### config.mk
export PLATFORM = sky130hd
export DESIGN_NAME = arp_cache_responder
export DESIGN_NICKNAME = d
export VERILOG_FILES = /design/src/sv/arpc_pkg.sv /design/src/sv/arpc_ctrl.sv /design/src/sv/arpc_dp.sv /design/src/sv/arp_cache_responder.sv
export SDC_FILE = /design/constraint.sdc
export NUM_CORES = 2
export LEC_CHECK = 0
export BUFFER_PORTS_ARGS = -buffer_cell sky130_fd_sc_hd__buf_2
export CORE_MARGIN = 1
export CORE_UTILIZATION = 57
export CTS_BUF_LIST = sky130_fd_sc_hd__clkbuf_2 sky130_fd_sc_hd__clkbuf_4 sky130_fd_sc_hd__clkbuf_8
export CTS_CLUSTER_SIZE = 30
export DETAILED_ROUTE_END_ITERATION = 10
export GPL_TIMING_DRIVEN = 0
export PLACE_DENSITY = 0.76
export SYNTH_ARGS = -nofsm -noshare
export SYNTH_HDL_FRONTEND = slang
export SYNTH_HIERARCHICAL = 1
export SYNTH_SLANG_ARGS = --single-unit
### constraint.sdc
create_clock -name clk_i -period 39.1 [get_ports clk_i]
set_clock_uncertainty 0.15 [all_clocks]
set_input_delay 3.91 -clock clk_i [delete_from_list [all_inputs] [get_ports clk_i]]
set_output_delay 3.91 -clock clk_i [all_outputs]
set_load 0.03 [all_outputs]
### src/sv/arpc_pkg.sv
// ----------------------------------------------------------------------------
// ARP cache package
// Shared types, codes and constants of the ARP cache and responder.
// ----------------------------------------------------------------------------
package arpc_pkg;

  localparam int unsigned DEF_TABLE_DEPTH = 16;

  localparam int unsigned MAC_W = 48;
  localparam int unsigned IP_W  = 32;

  localparam logic [7:0]       ALL_ONES_BYTE = 8'hFF;
  localparam logic [MAC_W-1:0] BCAST_MAC     = {6{ALL_ONES_BYTE}};
  localparam logic [IP_W-1:0]  BCAST_IP      = {4{ALL_ONES_BYTE}};

  localparam logic [15:0] ARP_OP_REQUEST = 16'd1;

  typedef enum logic [1:0] {
    FUNC_LOOKUP = 2'd0,
    FUNC_RX     = 2'd1,
    FUNC_SEND   = 2'd2
  } func_e;

  typedef enum logic [1:0] {
    KIND_NONE   = 2'd0,
    KIND_LOOKUP = 2'd1,
    KIND_TX     = 2'd2
  } kind_e;

  typedef enum logic [1:0] {
    TXOP_NONE    = 2'd0,
    TXOP_REQUEST = 2'd1,
    TXOP_REPLY   = 2'd2
  } txop_e;

  typedef enum logic {
    CFG_OWN_MAC = 1'b0,
    CFG_OWN_IP  = 1'b1
  } cfg_idx_e;

  typedef enum logic [1:0] {
    ST_IDLE,
    ST_SEARCH,
    ST_RESULT
  } state_e;

  // last field in the lowest bits
  typedef struct packed {
    logic [MAC_W-1:0] req_target_mac;
    logic [IP_W-1:0]  query_ip;
    logic [IP_W-1:0]  rx_target_ip;
    logic [IP_W-1:0]  rx_sender_ip;
    logic [MAC_W-1:0] rx_sender_mac;
    logic [15:0]      rx_opcode;
  } in_data_t;

  typedef struct packed {
    logic [3:0]       pad;
    logic             table_full;
    logic [IP_W-1:0]  tx_target_ip;
    logic [MAC_W-1:0] tx_target_mac;
    logic [1:0]       tx_opcode;
    logic [MAC_W-1:0] frame_dest_mac;
    logic [MAC_W-1:0] found_mac;
    logic             lookup_hit;
  } out_data_t;

  localparam int unsigned IN_DATA_W  = $bits(in_data_t);
  localparam int unsigned OUT_DATA_W = $bits(out_data_t);

  typedef struct packed {
    logic [MAC_W-1:0] mac;
    logic [IP_W-1:0]  ip;
  } entry_t;

  typedef struct packed {
    logic accept;
    logic scan;
    logic load;
  } ctrl_cmd_t;

  typedef struct packed {
    logic is_lookup;
    logic hit;
    logic scan_done;
    logic out_free;
  } dp_status_t;

endpackage

### src/sv/arpc_ctrl.sv
// ----------------------------------------------------------------------------
// ARP cache controller
// Sequences one request: capture, table scan for lookups, result hand-off.
// ----------------------------------------------------------------------------
module arpc_ctrl (
  input  logic                   clk_i,
  input  logic                   rst_ni,
  input  logic                   s_axis_tvalid_i,
  output logic                   s_axis_tready_o,
  input  arpc_pkg::dp_status_t   status_i,
  output arpc_pkg::ctrl_cmd_t    cmd_o
);
  import arpc_pkg::*;

  state_e state_q, state_d;

  always_ff @(posedge clk_i or negedge rst_ni) begin
    if (!rst_ni) begin
      state_q <= ST_IDLE;
    end else begin
      state_q <= state_d;
    end
  end

  always_comb begin
    state_d = state_q;
    unique case (state_q)
      ST_IDLE: begin
        if (s_axis_tvalid_i) state_d = ST_SEARCH;
      end
      ST_SEARCH: begin
        if (!status_i.is_lookup || status_i.hit || status_i.scan_done) begin
          state_d = ST_RESULT;
        end
      end
      ST_RESULT: begin
        if (status_i.out_free) state_d = ST_IDLE;
      end
      default: state_d = ST_IDLE;
    endcase
  end

  always_comb begin
    s_axis_tready_o = 1'b0;
    cmd_o           = '0;
    unique case (state_q)
      ST_IDLE: begin
        s_axis_tready_o = 1'b1;
        cmd_o.accept    = s_axis_tvalid_i;
      end
      ST_SEARCH: begin
        cmd_o.scan = status_i.is_lookup;
      end
      ST_RESULT: begin
        cmd_o.load = status_i.out_free;
      end
      default: ;
    endcase
  end

`ifndef SYNTH
  a_search_only_lookup: assert property (@(posedge clk_i) disable iff (!rst_ni)
    cmd_o.scan |-> (state_q == ST_SEARCH) && status_i.is_lookup)
    else $error("scan outside a lookup");
`endif

endmodule

### src/sv/arpc_dp.sv
// ----------------------------------------------------------------------------
// ARP cache datapath
// Config registers, item capture, table memory with scan, output register.
// ----------------------------------------------------------------------------
module arpc_dp #(
  parameter int unsigned TABLE_DEPTH = arpc_pkg::DEF_TABLE_DEPTH
) (
  input  logic                             clk_i,
  input  logic                             rst_ni,
  input  logic                             cfg_valid_i,
  input  logic                             cfg_index_i,
  input  logic [arpc_pkg::MAC_W-1:0]       cfg_data_i,
  input  logic [arpc_pkg::IN_DATA_W-1:0]   s_axis_tdata_i,
  input  logic [1:0]                       s_axis_tuser_i,
  output logic                             m_axis_tvalid_o,
  input  logic                             m_axis_tready_i,
  output logic [arpc_pkg::OUT_DATA_W-1:0]  m_axis_tdata_o,
  output logic [1:0]                       m_axis_tuser_o,
  input  arpc_pkg::ctrl_cmd_t              cmd_i,
  output arpc_pkg::dp_status_t             status_o
);
  import arpc_pkg::*;

  localparam int unsigned IDX_W = $clog2(TABLE_DEPTH);
  localparam int unsigned CNT_W = $clog2(TABLE_DEPTH + 1);

  // configuration
  logic [MAC_W-1:0] own_mac_q;
  logic [IP_W-1:0]  own_ip_q;

  always_ff @(posedge clk_i or negedge rst_ni) begin
    if (!rst_ni) begin
      own_mac_q <= '0;
      own_ip_q  <= '0;
    end else if (cfg_valid_i) begin
      unique case (cfg_idx_e'(cfg_index_i))
        CFG_OWN_MAC: own_mac_q <= cfg_data_i;
        CFG_OWN_IP:  own_ip_q  <= cfg_data_i[IP_W-1:0];
        default: ;
      endcase
    end
  end

  // captured request
  in_data_t item_q;
  logic [1:0] func_q;

  always_ff @(posedge clk_i) begin
    if (cmd_i.accept) begin
      item_q <= in_data_t'(s_axis_tdata_i);
      func_q <= s_axis_tuser_i;
    end
  end

  // table; entry zero is the fixed broadcast pair and is never written
  entry_t           mem_q [TABLE_DEPTH];
  entry_t           rd_q;
  logic             rd_zero_q;
  logic             rd_vld_q;
  logic [CNT_W-1:0] cnt_q, cnt_d;
  logic [CNT_W-1:0] scan_idx_q;
  logic             hit_q;
  logic [MAC_W-1:0] found_mac_q;

  logic [IP_W-1:0]  eff_ip;
  logic [MAC_W-1:0] eff_mac;
  logic             match;
  logic             issue;
  logic             own_target;
  logic             room;
  logic             append;

  assign eff_ip  = rd_zero_q ? BCAST_IP : rd_q.ip;
  assign eff_mac = rd_zero_q ? BCAST_MAC : rd_q.mac;
  assign match   = rd_vld_q && (eff_ip == item_q.query_ip);
  assign issue   = cmd_i.scan && (scan_idx_q < cnt_q) && !match;

  assign own_target = (item_q.rx_target_ip == own_ip_q);
  assign room       = (cnt_q < CNT_W'(TABLE_DEPTH));
  assign append     = cmd_i.load && (func_q == FUNC_RX) && own_target && room;

  always_ff @(posedge clk_i) begin
    if (issue) begin
      rd_q      <= mem_q[scan_idx_q[IDX_W-1:0]];
      rd_zero_q <= (scan_idx_q == '0);
    end
    if (append) begin
      mem_q[cnt_q[IDX_W-1:0]] <= '{mac: item_q.rx_sender_mac, ip: item_q.rx_sender_ip};
    end
  end

  always_comb begin
    cnt_d = cnt_q;
    if (append) cnt_d = cnt_q + CNT_W'(1);
  end

  always_ff @(posedge clk_i or negedge rst_ni) begin
    if (!rst_ni) begin
      cnt_q       <= CNT_W'(1);
      scan_idx_q  <= '0;
      rd_vld_q    <= 1'b0;
      hit_q       <= 1'b0;
      found_mac_q <= '0;
    end else begin
      cnt_q    <= cnt_d;
      rd_vld_q <= issue;
      if (cmd_i.accept) begin
        scan_idx_q  <= '0;
        hit_q       <= 1'b0;
        found_mac_q <= '0;
      end else begin
        if (issue) scan_idx_q <= scan_idx_q + CNT_W'(1);
        if (cmd_i.scan && match) begin
          hit_q       <= 1'b1;
          found_mac_q <= eff_mac;
        end
      end
    end
  end

  // result
  out_data_t res;
  kind_e     res_kind;

  always_comb begin
    res      = '0;
    res_kind = KIND_NONE;
    case (func_q)
      FUNC_LOOKUP: begin
        res_kind       = KIND_LOOKUP;
        res.lookup_hit = hit_q;
        res.found_mac  = found_mac_q;
      end
      FUNC_RX: begin
        if (own_target) begin
          if (item_q.rx_opcode == ARP_OP_REQUEST) begin
            res_kind           = KIND_TX;
            res.frame_dest_mac = item_q.rx_sender_mac;
            res.tx_opcode      = TXOP_REPLY;
            res.tx_target_mac  = item_q.rx_sender_mac;
            res.tx_target_ip   = item_q.rx_sender_ip;
          end
          res.table_full = !room;
        end
      end
      FUNC_SEND: begin
        res_kind           = KIND_TX;
        res.frame_dest_mac = BCAST_MAC;
        res.tx_opcode      = TXOP_REQUEST;
        res.tx_target_mac  = item_q.req_target_mac;
        res.tx_target_ip   = item_q.query_ip;
      end
      default: ;
    endcase
  end

  // output register
  logic      m_vld_q;
  out_data_t m_data_q;
  logic [1:0] m_user_q;

  always_ff @(posedge clk_i or negedge rst_ni) begin
    if (!rst_ni) begin
      m_vld_q <= 1'b0;
    end else if (cmd_i.load) begin
      m_vld_q <= 1'b1;
    end else if (m_axis_tready_i) begin
      m_vld_q <= 1'b0;
    end
  end

  always_ff @(posedge clk_i) begin
    if (cmd_i.load) begin
      m_data_q <= res;
      m_user_q <= res_kind;
    end
  end

  assign m_axis_tvalid_o = m_vld_q;
  assign m_axis_tdata_o  = m_data_q;
  assign m_axis_tuser_o  = m_user_q;

  assign status_o.is_lookup = (func_q == FUNC_LOOKUP);
  assign status_o.hit       = match;
  assign status_o.scan_done = (scan_idx_q >= cnt_q) && !rd_vld_q;
  assign status_o.out_free  = !m_vld_q || m_axis_tready_i;

`ifndef SYNTH
  a_cnt_range: assert property (@(posedge clk_i) disable iff (!rst_ni)
    (cnt_q != '0) && (cnt_q <= CNT_W'(TABLE_DEPTH)))
    else $error("entry count out of range");

  a_no_overwrite: assert property (@(posedge clk_i) disable iff (!rst_ni)
    cmd_i.load |-> (!m_vld_q || m_axis_tready_i))
    else $error("pending result overwritten");

  a_scan_in_table: assert property (@(posedge clk_i) disable iff (!rst_ni)
    issue |-> (scan_idx_q < cnt_q) && (scan_idx_q < CNT_W'(TABLE_DEPTH)))
    else $error("scan read beyond filled entries");

  a_append_grows: assert property (@(posedge clk_i) disable iff (!rst_ni)
    append |=> (cnt_q == $past(cnt_q) + CNT_W'(1)))
    else $error("append did not advance entry count");
`endif

endmodule

### src/sv/arp_cache_responder.sv
// ----------------------------------------------------------------------------
// ARP cache and responder
// IPv4-to-MAC cache with ARP reply and request generation.
// ----------------------------------------------------------------------------
// Each request yields exactly one result on the master side. The block holds
// one request at a time. A lookup scans the table from the oldest entry, one
// entry per cycle through the single table read port, and stops at the first
// match, or ends after the last filled entry on a miss. Received packets, send
// commands and the unused func code need no table scan. The request side is
// ready again in the cycle after the result register has been loaded. A result
// that is not taken holds the next request back in the result state. Entry
// zero is the broadcast pair and is built in, so no clearing pass follows
// reset. When the table is full, a learned pair is dropped and table_full is
// set in the result.
module arp_cache_responder #(
  parameter int unsigned TABLE_DEPTH = arpc_pkg::DEF_TABLE_DEPTH
) (
  input  logic                             clk_i,
  input  logic                             rst_ni,
  // configuration write
  input  logic                             cfg_valid_i,
  output logic                             cfg_ready_o,
  input  logic                             cfg_index_i,
  input  logic [arpc_pkg::MAC_W-1:0]       cfg_data_i,
  // request stream
  input  logic                             s_axis_tvalid_i,
  output logic                             s_axis_tready_o,
  // rx_opcode, rx_sender_mac, rx_sender_ip, rx_target_ip, query_ip,
  // req_target_mac
  input  logic [arpc_pkg::IN_DATA_W-1:0]   s_axis_tdata_i,
  // func
  input  logic [1:0]                       s_axis_tuser_i,
  // result stream
  output logic                             m_axis_tvalid_o,
  input  logic                             m_axis_tready_i,
  // lookup_hit, found_mac, frame_dest_mac, tx_opcode, tx_target_mac,
  // tx_target_ip, table_full, zero pad
  output logic [arpc_pkg::OUT_DATA_W-1:0]  m_axis_tdata_o,
  // kind
  output logic [1:0]                       m_axis_tuser_o
);
  import arpc_pkg::*;

  ctrl_cmd_t  cmd;
  dp_status_t status;

  assign cfg_ready_o = 1'b1;

  arpc_ctrl u_ctrl (
    .clk_i           (clk_i),
    .rst_ni          (rst_ni),
    .s_axis_tvalid_i (s_axis_tvalid_i),
    .s_axis_tready_o (s_axis_tready_o),
    .status_i        (status),
    .cmd_o           (cmd)
  );

  arpc_dp #(
    .TABLE_DEPTH (TABLE_DEPTH)
  ) u_dp (
    .clk_i           (clk_i),
    .rst_ni          (rst_ni),
    .cfg_valid_i     (cfg_valid_i),
    .cfg_index_i     (cfg_index_i),
    .cfg_data_i      (cfg_data_i),
    .s_axis_tdata_i  (s_axis_tdata_i),
    .s_axis_tuser_i  (s_axis_tuser_i),
    .m_axis_tvalid_o (m_axis_tvalid_o),
    .m_axis_tready_i (m_axis_tready_i),
    .m_axis_tdata_o  (m_axis_tdata_o),
    .m_axis_tuser_o  (m_axis_tuser_o),
    .cmd_i           (cmd),
    .status_o        (status)
  );

endmodule
Word-level counts from Yosys, hierarchy flattened:

Memory sizes are Yosys's and may differ from the RTL's. A register that Yosys moved wholly into a read port is not among the register bits.
Index checks and enable logic that the tools add are counted.

* register bits: 488
* memory bits (writable): 1280
* bits of input ports: 264
* word-level logic and storage cells: 91
* memories: 1

Memory list
* u_dp.mem_q: words 16, width 80, rd ports 1, clocked after Yosys merged registers in 1, write ports 1, line arpc_dp.sv:56 `entry_t mem_q [TABLE_DEPTH];`

* add/sub/neg operators: 2
* $lt $le $gt $ge: 3
* equality and inequality tests: 10
* muxes and demuxes: 26
* reduce and logical (&&, ||, !) cells: 25

Operators with widths (number)
* two-way mux 130 bit: 2
* case mux 130 bit (2 select lines): 1
* two-way mux 48 bit: 3
* == test 32 bit: 2
* two-way mux 32 bit: 1
* == test 16 x 1 -> 1 bit, second input constant: 1
* case mux 2 bit (3 select lines): 2
* adder 5 x 1 -> 5 bit, second input constant: 2
* two-way mux 1 bit: 10
* two-way mux 2 bit: 5
* two-way mux 5 bit: 2
* logical AND 1 bit: 8
* nonzero test 2 bit: 3
* greater-or-equal comparator 5 bit: 1
* logical NOT 1 bit: 5
* logical NOT 5 bit: 1
* < comparator 5 bit: 1
* < comparator 5 bit, second input constant: 1
* == test 2 x 1 -> 1 bit, second input constant: 2
* == test 2 bit, second input constant: 2
* logical NOT 2 bit: 2
* != test 2 x 1 -> 1 bit, second input constant: 2
* AND reduction 2 bit: 2
* logical OR 1 bit: 3
* other kinds (2): 2

Depth between registers and ports, before layout:

* word-level depth: 8
* mapped depth: 14
* depth with buffers taken out: 11

By module:

Netlist, hierarchy kept.

By module, submodules not included
* arpc_dp: instances 1, cells each 3158, area each 69788.2 sq um, seq. area each 54969.0 sq um
* arpc_ctrl: instances 1, cells each 12, area each 120.1 sq um, seq. area each 50.0 sq um
* arp_cache_responder: instances 1, cells each 2, area each 11.3 sq um, seq. area each 0.0 sq um

Worst setup path after synthesis:

OpenSTA, ideal clock, no wires.

* path type: input port to flip-flop
* start point: input port m_axis_tready_i
* end point: memory u_dp/mem_q[15][0] (netlist name) (enable)
* setup time: 0.519 ns
* data arrival time: 21.679 ns
* data required time: 38.431 ns
* setup slack: 16.752 ns
* stages on the path: 5
* path buffers: 0
* path through: nand2b_1 -> nor3b_1 -> nor2b_1 -> nand2_1 -> nor2_1

RTL lines
* from (decl): line arp_cache_responder.sv:35 `input logic m_axis_tready_i,`
* to (decl): line arpc_dp.sv:56

==> impl_results.md <==
- Number of detailed-routing iterations run before antenna repair: 6
- Cell area after synthesis: about 70000 sq um
- Drt total wl: 185000 microns
- Leakage power figure: between 20 and 30 nW
- Worst supply voltage drop on vdd: a little under 50 uV
- Final number of setup-violating endpoints: 0
- TritonCTS clock tree: done
- F_max: roughly 150 MHz
- Number of global-route vias before repair: between 30000 and 40000
- Max transition margin: -7.48%
- Number of input and output port buffers inserted: about 430
- Horizontal die dimension: ~350 microns
- Required time of the critical path: 39600 ps
- Fill cell count: roughly 7400
- Grt total ovfl: 0
- Largest net degree at the start of global routing: 64
- Wire length of the first global-routing pass: 263000 microns
- Worst hold slack: between 300 and 400 ps
- Async SR Flop Fraction: under 10%
- Max Buffers Root-to-Sink: 4
- Setup repair bufs after CTS: 0
- Sum of negative setup slack: 0 ps
- Critical path fanouts, max: 18
- Area of the core region: between 100000 and 150000 sq um
- Yosys reg bits: 1848
- Final number of hold-violating endpoints: 0
- Worst setup EP type: register
- Fraction of final layout cells sized beyond drive strength 1: between 30% and 40%
- Number of routed nets with antenna violations: 0
- GPL Wtd Cong: 0.821
- Number of buffers inserted during clock tree synthesis: just over 300
- Status: finished with violations
- Worst min-delay path class: reg -> reg
- Clock transition at the register clock pins on the worst setup and hold paths after CTS: 60 ps
- Io pins: about 450
- First-iteration detailed-routing DRC count: between 5000 and 6000
- Number of hold buffers added after CTS: 0
- Predominant post-synthesis flop cell: edfxtp_1
- Final Net Count: roughly 4300
- Die Outline Area: 124000 sq um
- Chip Height: about 350 microns
- Ratio of final minimum period to clock period: around 17%
- Gate Count Post-Synth: ~3200
- Worst setup timing slack at the placement stage: roughly 32000 ps
- Count of standard-cell rows: roughly 130
- Seq/Total Area, Yosys: roughly four fifths
- Clk sinks: roughly 1800
- Synth Warn #: 6
- H-Tree Depth: 5
- Crit path setup slack, layout: around 32000 ps
- Kind of critical path: in -> reg
- Arrival time at the worst endpoint: 7170 ps
- Power density of the placed cells: 60.9 nW/um^2
- Final core utilization: slightly below 70%
- Transition time at the pin with the least slew margin: 1610 ps
- Synthesized area per cell: between 20 and 25 sq um
- Number of flops mapped to enable cells by yosys: 1753
- Clk Tree Root Cell: clkbuf_8
- Violations in the final reports: max-capacitance violations, max-slew violations
- Clock network latency to the later pin of the worst-skew pair: about 1000 ps
- All-Layer GR Usage: 30.2%
- Number of max-capacitance violations reported: 3
- Max-slew violation count: 34
- Starting density of the core: a little under three fifths
- Post-detailed-route via-to-cell ratio: ~6.3
- Detailed-placement wirelength estimate: ~120000 microns
- Layout overhead on the synthesized area: 17.3%
- Number of vias after detailed routing: 37200
- Initial antenna violation count: 9
- Residual DRC count: 0
- Pwr Total: ~5.0 mW
- Unrepaired setup endpoints after global routing: false
- Critical path startpoint category: input port
- Number of cells upsized or downsized after cts: 0
- Post-layout minimum cycle time: 6670 ps
- DR WL/cell: 31.6 microns
- Unique masters post-synth: 58
==> per-stage QoR <==
| step | cell area [sq um] | std cells |
|---|---|---|
| 6_report | 82000 | 5865 |
| 5_1_grt | 82000 | 5856 |
| 4_1_cts | 82000 | 5851 |
| 3_5_place_dp | 76300 | 5341 |
| 3_3_place_gp | 74100 | 5231 |
| 2_1_floorplan | 69900 | 3175 |
==> cell usage in the layout (no fill, tap or decap), types with 6 or more instances in the layout <==
master,n
nor3_1,10
diode_2,14
edfxtp_1,1753
buf_2,442
nor2_1,113
clkinv_2,30
a22oi_1,87
clkinv_1,55
inv_1,26
xor2_1,23
xnor2_1,17
a21o_1,10
nor4_1,9
mux4_2,400
ha_1,14
nor2b_1,132
buf_4,8
clkbuf_8,320
a211oi_2,48
or3_1,6
buf_8,14
clkbuf_1,107
buf_16,20
buf_12,51
and2_1,50
nand2_1,9
dfrtp_1,94
nand3_1,10
clkinvlp_4,7
nor2_4,16
nand2b_1,12
clkbuf_4,93
mux2_2,34
buf_6,38
a21oi_1,55
buf_1,30
nand4_1,8
==> where the power goes <==
group          total, mW  switching (mW)  internal (mW)
clock network       1.61           0.735          0.873
registers           2.55           0.148           2.40
logic              0.841           0.512          0.329
==> sequential cells by signal, indices dropped and copies added (netlist names) <==
register	flops
u_ctrl/state_q	2
u_dp/cnt_q	5
u_dp/found_mac_q	48
u_dp/func_q	2
u_dp/hit_q	1
u_dp/item_q	208
u_dp/m_axis_tdata_o	180
u_dp/m_axis_tuser_o	2
u_dp/m_axis_tvalid_o	1
u_dp/mem_q	1280
u_dp/own_ip_q	32
u_dp/rd_q	80
u_dp/rd_vld_q	1
u_dp/rd_zero_q	1
u_dp/scan_idx_q	5
==> synth_stat cells (6+ instances only) <==
| cell | instances | area (sq um) |
|---|---|---|
| mux4_2 | 400 | 9010 |
| nand2_1 | 9 | 33.8 |
| buf_2 | 12 | 60.1 |
| clkbuf_1 | 112 | 420 |
| a22oi_1 | 87 | 653 |
| dfrtp_1 | 94 | 2350 |
| nor2b_1 | 132 | 826 |
| a211oi_2 | 48 | 601 |
| nand2b_1 | 12 | 75.1 |
| ha_1 | 14 | 175 |
| xnor2_1 | 17 | 149 |
| a21oi_1 | 55 | 275 |
| mux2_2 | 34 | 383 |
| edfxtp_1 | 1753 | 52600 |
| xor2_1 | 23 | 201 |
| buf_1 | 30 | 113 |
| nand4_1 | 8 | 50.1 |
| inv_1 | 26 | 97.6 |
| nor4_1 | 9 | 56.3 |
| or3_1 | 6 | 37.5 |
| buf_4 | 8 | 60.1 |
| a21o_1 | 10 | 75.1 |
| nor2_1 | 129 | 484 |
| nand3_1 | 10 | 50.1 |
| buf_6 | 11 | 124 |
| and2_1 | 50 | 313 |
| nor3_1 | 11 | 55.1 |
==> area by class of cell <==
cell class	count	area, sq um	share of cell area, %
Clock inverter	97	559	0.682
Clock buffer	413	5100	6.22
Antenna cell	14	35.0	0.0427
Timing Repair Buffer	541	4220	5.15
Inverter	26	97.6	0.119
Multi-Input combinational cell	1127	14200	17.3
Buffer	174	798	0.973
Tap cell	1625	2030	2.48
Sequential cell	1848	55000	67.1
==> layer usage <==
layer,track usage (%),wire [microns],up-vias
met2,46.9,87000,2852
met1,40.2,64900,19000
met4,12.0,7680,12
met3,9.77,25500,505
li1,-,-,14800
met5,0,80,-
==> final timing paths <==
path	startpoint	end	slack (ps)	depth (start not counted)
min in group asynchronous	rst_ni	u_dp/found_mac_q[33]$_DFFE_PN0P_	2660	1
worst max-delay path	m_axis_tready_i	u_dp/mem_q[7][47]$_DFFE_PP_	32430	9
worst min-delay path	u_dp/hit_q$_DFFE_PN0P_	u_dp/hit_q$_DFFE_PN0P_	350	2
worst min register to register	u_dp/hit_q$_DFFE_PN0P_	u_dp/hit_q$_DFFE_PN0P_	350	2
max in group asynchronous	rst_ni	u_dp/own_ip_q[2]$_DFFE_PN0P_	35400	2
worst max register to register	u_dp/scan_idx_q[0]$_DFFE_PN0P_	u_dp/rd_q[26]$_DFFE_PP_	33600	15
==> logic make-up after synthesis <==
kind of cell | Yosys count | synth area share (%)
AOI/OAI and AO/OA | 233 | 2.66
xor gates and xnor gates | 40 | 0.501
adders and majority gates | 14 | 0.251
buffers and inverters | 200 | 1.27
DFF | 1848 | 78.7
muxes | 435 | 13.4
other | 2 | 0.0107
and+or+nand+nor | 400 | 3.17
==> critical path: stages <==
cell	delay [ps]
buf_2	70
nand2b_1	180
nor3b_2	780
nor2b_1	400
nand2_1	350
nor2_4	730
buf_16	240
buf_12	210
buf_12	230
No activity file was read; power rests on OpenSTA's default activity.
